<file path="src/kwrm_pkg.sv">
// Shared types, codes and the entry ordering of the run-merge heap.
package kwrm_pkg;

   localparam int KEY_W      = 64;
   localparam int RUN_W      = 4;
   localparam int FUNC_W     = 2;
   localparam int STATUS_W   = 2;
   localparam int HEADS_W    = 5;
   localparam int REQ_DATA_W = 72;   // key, run, zero fill
   localparam int RSP_DATA_W = 80;   // key, run, heads, zero fill
   localparam int RSP_USER_W = 3;    // out_valid, status
   localparam int RSP_PAD_W  = RSP_DATA_W - KEY_W - RUN_W - HEADS_W;

   localparam logic [FUNC_W-1:0] FUNC_INSERT  = 2'd0;
   localparam logic [FUNC_W-1:0] FUNC_EXTRACT = 2'd1;
   localparam logic [FUNC_W-1:0] FUNC_REPLACE = 2'd2;

   localparam logic [STATUS_W-1:0] ST_OK    = 2'd0;
   localparam logic [STATUS_W-1:0] ST_FULL  = 2'd1;
   localparam logic [STATUS_W-1:0] ST_EMPTY = 2'd2;

   typedef struct packed {
      logic [KEY_W-1:0] key;
      logic [RUN_W-1:0] run;
   } entry_type;

   // Total order: key first, then run number, lowest first.
   function automatic logic ent_less(entry_type a, entry_type b);
      logic lt;
      if (a.key != b.key) begin
         lt = (a.key < b.key);
      end else begin
         lt = (a.run < b.run);
      end
      return lt;
   endfunction

endpackage

</file>
<file path="src/kwrm_ram.sv">
// Generic simple dual-port RAM with one write port and a registered read port.
module kwrm_ram #(
   parameter int WIDTH = 8,
   parameter int DEPTH = 16
) (
   input  logic                     clock,
   input  logic                     wr_en,
   input  logic [$clog2(DEPTH)-1:0] wr_addr,
   input  logic [WIDTH-1:0]         wr_data,
   input  logic [$clog2(DEPTH)-1:0] rd_addr,
   output logic [WIDTH-1:0]         rd_data
);

   logic [WIDTH-1:0] mem_ff [DEPTH];
   logic [WIDTH-1:0] rd_data_ff;

   always_ff @(posedge clock) begin
      if (wr_en) begin
         mem_ff[wr_addr] <= wr_data;
      end
      rd_data_ff <= mem_ff[rd_addr];
   end

   assign rd_data = rd_data_ff;

endmodule

</file>
<file path="src/k_way_run_merge_heap.sv">
// Top level of the run-merge heap: min-heap of run heads held in one entry RAM.
//
// Merge stage of an external sort. Each request beat on req_ carries one operation in
// req_tuser (insert a run head, extract the minimum, or extract and replace it with the
// run's next key) and the entering key and run in req_tdata. Every request gives exactly
// one response beat on rsp_: the removed key and run, a flag that they are valid, a
// status (ok, insert into full heap ignored, extract from empty heap) and the number
// of heads still held. Equal keys leave lowest run first.
// Heap entries live in one RAM with a single read and a single write port; an insert
// climbs from the new leaf, while an extract or replace fetches the root first (an
// extract of more than one head then fetches the last one), and the held entry sifts
// through the levels as a hole. One operation at a time: an insert reads the parent and
// compares it on each level climbed; each level descended reads the left and then the
// right child (the right only where one exists), compares the smaller with the held
// entry and writes. The response beat appears in the same cycle that the next request
// can be taken; if the receiver stalls, that beat holds and the next operation waits
// after its work until the output register frees.
// Reset empties the heap at once; no clearing pass runs.
module k_way_run_merge_heap
   import kwrm_pkg::*;
#(
   parameter int RUNS = 16
) (
   input  logic                  clock,
   input  logic                  reset,
   input  logic                  req_tvalid,
   output logic                  req_tready,
   input  logic [REQ_DATA_W-1:0] req_tdata,   // key_value[63:0], run_id[67:64], zero
   input  logic [FUNC_W-1:0]     req_tuser,   // func[1:0]
   output logic                  rsp_tvalid,
   input  logic                  rsp_tready,
   output logic [RSP_DATA_W-1:0] rsp_tdata,   // out_key[63:0], out_run[67:64],
                                              // heads_left[72:68], zero
   output logic [RSP_USER_W-1:0] rsp_tuser    // out_valid[0], status[2:1]
);

   localparam int AW = $clog2(RUNS);
   localparam int CW = $clog2(RUNS + 1);
   localparam int IW = AW + 2;
   localparam int EW = $bits(entry_type);

   localparam logic [3:0] S_IDLE   = 4'd0;
   localparam logic [3:0] S_UP_CHK = 4'd1;
   localparam logic [3:0] S_UP_CMP = 4'd2;
   localparam logic [3:0] S_ROOT   = 4'd3;
   localparam logic [3:0] S_LAST   = 4'd4;
   localparam logic [3:0] S_DN_L   = 4'd5;
   localparam logic [3:0] S_DN_R   = 4'd6;
   localparam logic [3:0] S_DN_RC  = 4'd7;
   localparam logic [3:0] S_DN_CMP = 4'd8;
   localparam logic [3:0] S_DONE   = 4'd9;

   logic [3:0]          state_ff, state_in;
   logic [CW-1:0]       count_ff, count_in;
   logic [AW-1:0]       pos_ff, pos_in;
   logic [AW-1:0]       idx_ff, idx_in;
   entry_type           ent_ff, ent_in;
   entry_type           best_ff, best_in;
   logic                repl_ff, repl_in;
   logic [KEY_W-1:0]    okey_ff, okey_in;
   logic [RUN_W-1:0]    orun_ff, orun_in;
   logic                oval_ff, oval_in;
   logic [STATUS_W-1:0] stat_ff, stat_in;

   logic                  rsp_tvalid_ff;
   logic [RSP_DATA_W-1:0] rsp_data_ff;
   logic [RSP_USER_W-1:0] rsp_user_ff;
   logic                  rsp_load;

   logic            wr_en;
   logic [AW-1:0]   wr_addr;
   entry_type       wr_ent;
   logic [AW-1:0]   rd_addr;
   logic [EW-1:0]   rd_raw;
   entry_type       rd_ent;

   logic [IW-1:0]   lft;
   logic [IW-1:0]   rgt;
   logic [IW-1:0]   cnt_w;
   logic [AW-1:0]   par;

   kwrm_ram #(
      .WIDTH (EW),
      .DEPTH (RUNS)
   ) u_heap_ram (
      .clock   (clock),
      .wr_en   (wr_en),
      .wr_addr (wr_addr),
      .wr_data (wr_ent),
      .rd_addr (rd_addr),
      .rd_data (rd_raw)
   );

   assign rd_ent = entry_type'(rd_raw);
   assign lft    = {1'b0, pos_ff, 1'b1};
   assign rgt    = lft + IW'(1);
   assign cnt_w  = IW'(count_ff);
   assign par    = AW'((pos_ff - AW'(1)) >> 1);

   assign req_tready = (state_ff == S_IDLE);

   always_comb begin
      state_in = state_ff;
      count_in = count_ff;
      pos_in   = pos_ff;
      idx_in   = idx_ff;
      ent_in   = ent_ff;
      best_in  = best_ff;
      repl_in  = repl_ff;
      okey_in  = okey_ff;
      orun_in  = orun_ff;
      oval_in  = oval_ff;
      stat_in  = stat_ff;
      wr_en    = 1'b0;
      wr_addr  = pos_ff;
      wr_ent   = ent_ff;
      rd_addr  = '0;
      case (state_ff)
         S_IDLE: begin
            if (req_tvalid) begin
               ent_in.key = req_tdata[KEY_W-1:0];
               ent_in.run = req_tdata[KEY_W+RUN_W-1:KEY_W];
               repl_in    = (req_tuser == FUNC_REPLACE);
               okey_in    = '0;
               orun_in    = '0;
               oval_in    = 1'b0;
               stat_in    = ST_OK;
               case (req_tuser)
                  FUNC_INSERT: begin
                     if (count_ff == CW'(RUNS)) begin
                        stat_in  = ST_FULL;
                        state_in = S_DONE;
                     end else begin
                        pos_in   = AW'(count_ff);
                        count_in = count_ff + CW'(1);
                        state_in = S_UP_CHK;
                     end
                  end
                  FUNC_EXTRACT, FUNC_REPLACE: begin
                     if (count_ff == '0) begin
                        stat_in  = ST_EMPTY;
                        state_in = S_DONE;
                     end else begin
                        rd_addr  = '0;
                        state_in = S_ROOT;
                     end
                  end
                  default: begin
                     state_in = S_DONE;
                  end
               endcase
            end
         end
         S_UP_CHK: begin
            if (pos_ff == '0) begin
               wr_en    = 1'b1;
               state_in = S_DONE;
            end else begin
               rd_addr  = par;
               state_in = S_UP_CMP;
            end
         end
         S_UP_CMP: begin
            wr_en = 1'b1;
            if (ent_less(ent_ff, rd_ent)) begin
               // pull the parent down into the hole and climb
               wr_ent   = rd_ent;
               pos_in   = par;
               state_in = S_UP_CHK;
            end else begin
               state_in = S_DONE;
            end
         end
         S_ROOT: begin
            okey_in = rd_ent.key;
            orun_in = rd_ent.run;
            oval_in = 1'b1;
            pos_in  = '0;
            if (repl_ff) begin
               state_in = S_DN_L;
            end else begin
               count_in = count_ff - CW'(1);
               if (count_ff == CW'(1)) begin
                  state_in = S_DONE;
               end else begin
                  rd_addr  = AW'(count_ff - CW'(1));
                  state_in = S_LAST;
               end
            end
         end
         S_LAST: begin
            ent_in   = rd_ent;
            state_in = S_DN_L;
         end
         S_DN_L: begin
            if (lft >= cnt_w) begin
               wr_en    = 1'b1;
               state_in = S_DONE;
            end else begin
               rd_addr  = lft[AW-1:0];
               state_in = S_DN_R;
            end
         end
         S_DN_R: begin
            best_in = rd_ent;
            idx_in  = lft[AW-1:0];
            if (rgt < cnt_w) begin
               rd_addr  = rgt[AW-1:0];
               state_in = S_DN_RC;
            end else begin
               state_in = S_DN_CMP;
            end
         end
         S_DN_RC: begin
            if (ent_less(rd_ent, best_ff)) begin
               best_in = rd_ent;
               idx_in  = rgt[AW-1:0];
            end
            state_in = S_DN_CMP;
         end
         S_DN_CMP: begin
            wr_en = 1'b1;
            if (ent_less(best_ff, ent_ff)) begin
               // lift the smaller child into the hole and descend
               wr_ent   = best_ff;
               pos_in   = idx_ff;
               state_in = S_DN_L;
            end else begin
               state_in = S_DONE;
            end
         end
         S_DONE: begin
            if (!rsp_tvalid_ff || rsp_tready) begin
               state_in = S_IDLE;
            end
         end
         default: begin
            state_in = S_IDLE;
         end
      endcase
   end

   assign rsp_load = (state_ff == S_DONE) && (!rsp_tvalid_ff || rsp_tready);

   always_ff @(posedge clock) begin
      if (reset) begin
         state_ff      <= S_IDLE;
         count_ff      <= '0;
         rsp_tvalid_ff <= 1'b0;
      end else begin
         state_ff <= state_in;
         count_ff <= count_in;
         if (rsp_load) begin
            rsp_tvalid_ff <= 1'b1;
         end else if (rsp_tready) begin
            rsp_tvalid_ff <= 1'b0;
         end
      end
   end

   always_ff @(posedge clock) begin
      pos_ff  <= pos_in;
      idx_ff  <= idx_in;
      ent_ff  <= ent_in;
      best_ff <= best_in;
      repl_ff <= repl_in;
      okey_ff <= okey_in;
      orun_ff <= orun_in;
      oval_ff <= oval_in;
      stat_ff <= stat_in;
      if (rsp_load) begin
         rsp_data_ff <= {{RSP_PAD_W{1'b0}}, HEADS_W'(count_ff), orun_ff, okey_ff};
         rsp_user_ff <= {stat_ff, oval_ff};
      end
   end

   assign rsp_tvalid = rsp_tvalid_ff;
   assign rsp_tdata  = rsp_data_ff;
   assign rsp_tuser  = rsp_user_ff;

   a_count_bound: assert property (@(posedge clock) disable iff (reset)
      count_ff <= CW'(RUNS))
      else $error("heap count above capacity");

   a_write_in_heap: assert property (@(posedge clock) disable iff (reset)
      wr_en |-> (IW'(wr_addr) < cnt_w))
      else $error("heap write outside the held entries");

   a_root_nonempty: assert property (@(posedge clock) disable iff (reset)
      (state_ff == S_ROOT) |-> (count_ff != '0))
      else $error("root fetched from an empty heap");

   a_load_from_done: assert property (@(posedge clock) disable iff (reset)
      $rose(rsp_tvalid_ff) |-> $past(state_ff == S_DONE))
      else $error("response loaded outside the done state");

   a_valid_means_ok: assert property (@(posedge clock) disable iff (reset)
      (rsp_tvalid_ff && rsp_user_ff[0]) |-> (rsp_user_ff[2:1] == ST_OK))
      else $error("removed entry reported with an error status");

endmodule
</file>
<file path="config.mk">
export PLATFORM = sky130hd
export DESIGN_NAME = k_way_run_merge_heap
export DESIGN_NICKNAME = d
export VERILOG_FILES = /design/src/kwrm_pkg.sv /design/src/kwrm_ram.sv /design/src/k_way_run_merge_heap.sv
export SDC_FILE = /design/constraint.sdc
export NUM_CORES = 2
export LEC_CHECK = 0
export BUFFER_PORTS_ARGS = -buffer_cell sky130_fd_sc_hd__buf_2
export CORE_MARGIN = 4
export CORE_UTILIZATION = 50
export CTS_CLUSTER_DIAMETER = 100
export DETAILED_ROUTE_END_ITERATION = 12
export PLACE_DENSITY = 0.77
export REMOVE_ABC_BUFFERS = 1
export SLEW_MARGIN = 20
export SYNTH_ARGS = -nofsm -noshare
export SYNTH_HDL_FRONTEND = slang
export SYNTH_SLANG_ARGS = --single-unit
</file>
<file path="constraint.sdc">
create_clock -name clock -period 6.4 [get_ports clock]
set_input_delay 0.96 -clock clock [delete_from_list [all_inputs] [get_ports clock]]
set_output_delay 0.96 -clock clock [all_outputs]
set_load 0.05 [all_outputs]
</file>
* After elaboration in Yosys (flattened, before gate mapping) *
Memories as Yosys holds them, arrays and structs flattened. A register that Yosys moved wholly into a read port is not among the register bits.
Index checks and enable logic that the tools add are counted.

cells by class
  $add $sub $neg = 4
  $lt $le $gt $ge = 8
  eq/ne operators = 24
  multiplexer cells = 61
  reductions and logical operators = 21

operator list
  cell                 number
  $pmux 68 s2          3
  $mux 68              4
  $lt 64x64->1         3
  $ne 64x64->1         3
  $pmux 64 s2          1
  $mux 4               22
  $mux 64              1
  $pmux 4 s10          1
  $pmux 4 s4           2
  $pmux 4 s2           3
  $mux 5               4
  $eq 4x3->1 const B   4
  $mux 1               14
  $ne 2x2->1 const B   7
  $lt 4x4->1           3
  $pmux 5 s2           1
  $reduce_and 2->1     5
  $eq 4x2->1 const B   2
  $eq 4x4->1 const B   2
  $logic_not 4->1      2
  $reduce_bool 2->1    4
  $add 5x1->6 const B  1
  $lt 6x5->1           1
  $reduce_and 6->1     1
  other kinds (23)     24

storage, ports and cells
  register bits after elaboration = 302
  memory bits (writable) = 1088
  input bits = 78
  output and inout port bits = 85
  word-level logic and storage cells = 135
  memories = 1

memory list
  name               depth  bits a word  read ports  clocked after Yosys merged registers in  write ports  line            RTL
  u_heap_ram.mem_ff  16     68           1           1                                        1            kwrm_ram.sv:14  logic [WIDTH-1:0] mem_ff [DEPTH];

* Logic depth before layout (Yosys ltp) *
  depth after elaboration = 5
  depth in mapped cells = 16
  mapped depth without buffers = 11

* By module *
A second synthesis with hierarchy kept.

unflattened totals
  cell total of the unflattened synthesis = 3350
  area total of the unflattened synthesis = 59912.5 um2

modules (own cells, without submodules)
  module                instances  cells each  area an instance (um2)  sequential area each (um2)
  kwrm_ram              1          1750        41980.3                 34032.6
  k_way_run_merge_heap  1          1600        17932.2                 8968.6

* Least setup slack after synthesis *
No wires, ideal clock.

  kind = reg-to-reg
  start point = register pos_ff[0]
  end point = memory u_heap_ram.mem_ff[0][0] (netlist name) (enable)
  setup time = 0.495 ns
  arrival time = 4.705 ns
  required time = 5.905 ns
  setup slack = 1.201 ns
  stages on the path, launching flop included = 9
  path buffers = 1
  period minus slack after synthesis = 5.199 ns
  cell sequence = edfxtp_1 > clkbuf_1 > inv_1 > ha_1 > or3b_1 > a211oi_1 > nand2_1 > and2_0 > nor2_1

on the way
  cells in the longest elaborated chain, start to end = 5
  elaborated cells between the ends (all ways) = 7
  classes of those cells = order compare: 1; mux: 5; reduce/logical: 1

ends and longest elaborated chain
  item                                           line                                                      RTL
  start: declaration                             k_way_run_merge_heap.sv:55                                logic [AW-1:0] pos_ff, pos_in;
  start signal: assignment                       k_way_run_merge_heap.sv:262                               pos_ff <= pos_in;
  $ge 5x5->1 or $logic_not 4->1 (tied branches)  k_way_run_merge_heap.sv:196, k_way_run_merge_heap.sv:155
  $mux 1, on equally long branches               k_way_run_merge_heap.sv:196, k_way_run_merge_heap.sv:155
  $pmux 1 s3                                     k_way_run_merge_heap.sv:118                               case (state_ff)
  $mux 1                                         kwrm_ram.sv:18                                            if (wr_en) begin
  $mux 1 (not written as such)                   kwrm_ram.sv:19                                            mem_ff[wr_addr] <= wr_data;
  end: declaration                               kwrm_ram.sv:14

Several ways; a longest one is shown, not always the timed one.

* Worst setup path after layout *
  start point = register u_heap_ram.rd_data_ff[66] (netlist: u_heap_ram.rd_data[66]), read port of u_heap_ram.mem_ff
  end point = memory u_heap_ram.mem_ff[5][7] (netlist name), data pin

on the way
  cells in the longest elaborated chain, start to end = 5
  elaborated cells between the ends (all ways) = 6
  classes of those cells = order compare: 1; eq/ne: 1; mux: 4

ends and longest elaborated chain
  item                                          line                            RTL
  start: declaration                            kwrm_ram.sv:15                  logic [WIDTH-1:0] rd_data_ff;
  $lt 64x64->1 or $ne 64x64->1 (tied branches)  kwrm_pkg.sv:31, kwrm_pkg.sv:30
  $mux 1 *                                      kwrm_pkg.sv:30                  if (a.key != b.key) begin
  $mux 1 *                                      k_way_run_merge_heap.sv:118
  $mux 68 *                                     k_way_run_merge_heap.sv:165     if (ent_less(ent_ff, rd_ent)) begin
  $pmux 68 s2 *                                 k_way_run_merge_heap.sv:118
  named net u_heap_ram.wr_data[7]               kwrm_ram.sv:9                   input logic [WIDTH-1:0] wr_data,

Mark *: on every way through the listed nets, which the timed path passes. The rest lies on a longest branch. The select of a mux whose other input is x is not followed.

==> results_dict.tcl <==
set metrics [dict create \
    outcome "finished, final reports clean" \
    cts_buffers 149 \
    cap_violations 0 \
    routed_wirelength_um 154800 \
    wl_met1_um 63430 \
    met2_wirelength_um 70650 \
    dp_slack_ns 1.319 \
    drtAntennaViolNets 0 \
    fin_skew_ns 0.03781 \
    dieArea_mm2 0.1307 \
    drt_iter0_markers 4147 \
    required_ns 6.79 \
    async_flop_share_pct 0 \
    path_class "register to register" \
    start_util_pct 50.40 \
    power_density_mw_per_mm2 469.6 \
    ctsHoldBuffers 0 \
    path_clk_slew_ns 0.06 \
    synth_edf_count 1380 \
    synth_flop_cell "edfxtp_1" \
    critPathLaunchType "register" \
    critPathMaxFanout 22 \
    avgSynthCellArea_um2 14.94 \
    placed_area_mm2 0.06510 \
    slew_headroom_pct 22.02 \
    setup_viol 0 \
    max_freq_mhz 191.1 \
    yosysUniqueCellTypes 71 \
    crit_family "simple AND/OR/NAND/NOR gates" \
    grt_pass1_vias 36013 \
    layout_min_cycle_time_ns 5.234 \
    grt_use_total_pct 23.26 \
    die_y_um 361.5 \
    grt_max_degree 175 \
    p_leak_nw 26.04 \
    die_w_um 361.5 \
    row_count 129 \
    top_layer "met4" \
    fin_area_mm2 0.07021 \
    setup_slack_ns 1.166 \
    max_stage_delay_ns 0.89 \
    gp_congestion 0.8729 \
    io_pins 163 \
    path_cells "inv_1 > ha_1 > nand3_1 > nor4_1 > nand4_1 > nor4_1 > nand4_1 > o21ai_4 > buf_4 > mux2i_1 > o221ai_1" \
    final_common_cell "edfxtp_1" \
    cts_setup_buffers 0 \
    area.growth.synth_to_final_pct 12.37 \
    finalCritPeriodShare_pct 81.78 \
    htree_num_levels 4 \
    nets 4630 \
    cts_tree "yes" \
    crit_buf_inv 2 \
    place_inst 5814 \
    synthCells 4183 \
    crit_arrival_ns 5.63 \
    peakVddDrop_uv 478.5 \
    worstMarginPinSlew_ns 1.170 \
    first_pass_iters 8 \
    synth_seq_cells 1458 \
    rsz0062_at_grt "false" \
    instances_no_fill 6095 \
    wl_met3_um 14740 \
    numPortBuffers 151 \
    antenna_found_initial 6 \
    final_cell_mix "edfxtp_1, mux2i_1, nand2_1, ha_1, inv_1" \
    root_buffer "clkbuf_16" \
    seq_area_frac_synth_pct 68.82 \
    cp-end-kind "register" \
    grt_pass1_wl_um 227800 \
    clk_latency_ns 0.77 \
    finalMaxSlewViolations 0 \
    ctsResizeCount 0 \
    drive_gt1_share_pct 13.51 \
    num_vias 36761 \
    grt-ovfl-total 0 \
    vias_per_cell 6.031 \
    slowest_stage "o221ai_1" \
    clockBufferDepth 3 \
    hold_class "register to register" \
    hold_viol 0 \
    core_region_area_mm2 0.1240 \
    yosysWarnings 0 \
    syn_area_mm2 0.06248 \
    cts.sinks 1458 \
    fill_cells 9386 \
    hpwlAfterDp_um 87030 \
    drc 0 \
    wire_per_inst_um 25.40 \
]
registers in the layout, summed over array words and instances (netlist names), 5 cells and up:
| signal | cells |
|---|---|
| u_heap_ram.mem_ff | 1088 |
| rsp_tdata | 73 |
| best_ff | 68 |
| ent_ff | 68 |
| u_heap_ram.rd_data | 68 |
| okey_ff | 64 |
| count_ff | 5 |
worst register-to-register path: stages, from the launching register on:
cell and delay [ns]:
dfxtp_1 0.44, inv_1 0.11, ha_1 0.32, nand3_1 0.12, nor4_1 0.69, nand4_1 0.51, nor4_1 0.50, nand4_1 0.20
o21ai_4 0.32, buf_4 0.57, mux2i_1 0.16, o221ai_1 0.89
final timing paths:
| kind | start | endpoint | slack, ns | cells after the start |
|---|---|---|---|---|
| worst max-delay path | u_heap_ram.rd_data[66]$_DFF_P_ | u_heap_ram.mem_ff[5][7]$_DFFE_PP_ | 1.17 | 11 |
| worst min register to register | okey_ff[10]$_SDFFCE_PN0P_ | rsp_tdata[10]$_DFFE_PP_ | 0.41 | 0 |
| worst max register to register | u_heap_ram.rd_data[66]$_DFF_P_ | u_heap_ram.mem_ff[5][7]$_DFFE_PP_ | 1.17 | 11 |
| worst min-delay path | okey_ff[10]$_SDFFCE_PN0P_ | rsp_tdata[10]$_DFFE_PP_ | 0.41 | 0 |
cell type report:
cell class	instances	area, um2	share of cell area (%)
clock buffer	199	4050	5.769
sequential	1458	43000	61.25
inverter	219	822.0	1.171
clock inverter	76	870.8	1.240
tap	1637	2048	2.917
multi-input combinational	2286	17900	25.49
antenna	2	5.005	0.007128
timing repair buffer	218	1513	2.155
per-stage QoR:
step	setup TNS (ns)	utilization (%)	hold slack [ns]	power, mW
5_1_grt	0	56.63	0.4236	34.42
4_1_cts	0	56.49	0.4157	32.83
6_report	0	56.64	0.4129	32.97
3_3_place_gp	0	52.52	0.4040	23.80
3_5_place_dp	0	52.52	0.4045	24.13
2_1_floorplan	-2796.65	-	0.4003	21.68
cell usage after synthesis, types with 3 or more instances:
| library cell | number | area share (%) |
|---|---|---|
| edfxtp_1 | 1380 | 66 |
| mux2i_1 | 478 | 7.7 |
| nand2_1 | 400 | 2.4 |
| ha_1 | 220 | 4.4 |
| inv_1 | 219 | 1.3 |
| a211oi_1 | 147 | 1.8 |
| a31oi_1 | 140 | 1.4 |
| nor2_1 | 117 | 0.70 |
| clkbuf_1 | 113 | 0.68 |
| and2_1 | 86 | 0.86 |
| dfxtp_1 | 78 | 2.5 |
| a21oi_1 | 76 | 0.61 |
| a221o_1 | 75 | 1.2 |
| mux2_2 | 69 | 1.2 |
| a22o_1 | 68 | 0.95 |
| and2_0 | 62 | 0.62 |
| buf_2 | 51 | 0.41 |
| buf_4 | 43 | 0.52 |
| nand4_1 | 41 | 0.41 |
| o21ai_0 | 37 | 0.30 |
| o221ai_1 | 37 | 0.52 |
| o221ai_2 | 30 | 0.72 |
| nand3_1 | 22 | 0.18 |
| a21o_1 | 17 | 0.20 |
| nor3_1 | 16 | 0.13 |
| nand2b_1 | 14 | 0.14 |
| buf_1 | 13 | 0.078 |
| nor2b_1 | 12 | 0.12 |
| xnor2_1 | 12 | 0.17 |
| and3_1 | 11 | 0.11 |
| nor4_1 | 9 | 0.090 |
| o211ai_1 | 9 | 0.11 |
| buf_6 | 6 | 0.11 |
| o21a_1 | 6 | 0.072 |
| nor3b_1 | 5 | 0.060 |
| a2111oi_0 | 4 | 0.056 |
| a211o_1 | 4 | 0.056 |
| a41oi_1 | 4 | 0.056 |
| or2_2 | 4 | 0.040 |
| or3_1 | 4 | 0.040 |
| a221oi_1 | 3 | 0.042 |
| and4_1 | 3 | 0.042 |
| o21ai_1 | 3 | 0.024 |
| or4_1 | 3 | 0.036 |
cell families (layout without fill, tap and decap cells):
logic type	count (synthesis)	in the layout	share of synthesized area (%)
XOR/XNOR	13	13	0.1822
buffers and inverters	445	712	3.106
AO/OA/AOI/OAI	683	683	8.449
other	1	9	0.006002
multiplexers	547	547	8.901
flip-flops	1458	1458	68.82
AND/OR/NAND/NOR	816	816	6.128
adder cells (fa/ha/maj)	220	220	4.406
layer usage:
layer  vias up  track usage [%]
met5         -                0
li1      16342                -
met4         0            8.968
met3       331            4.769
met1     18306            32.22
met2      1782            36.50
report_power, final:
group	leakage (nW)	internal, mW	switching [mW]
Clock	2.37	5.09	3.61
Sequential	13.2	13.2	0.722
Combinational	10.5	3.52	6.79
Total	26.0	21.9	11.1
No activity file was read; power rests on OpenSTA's default activity.
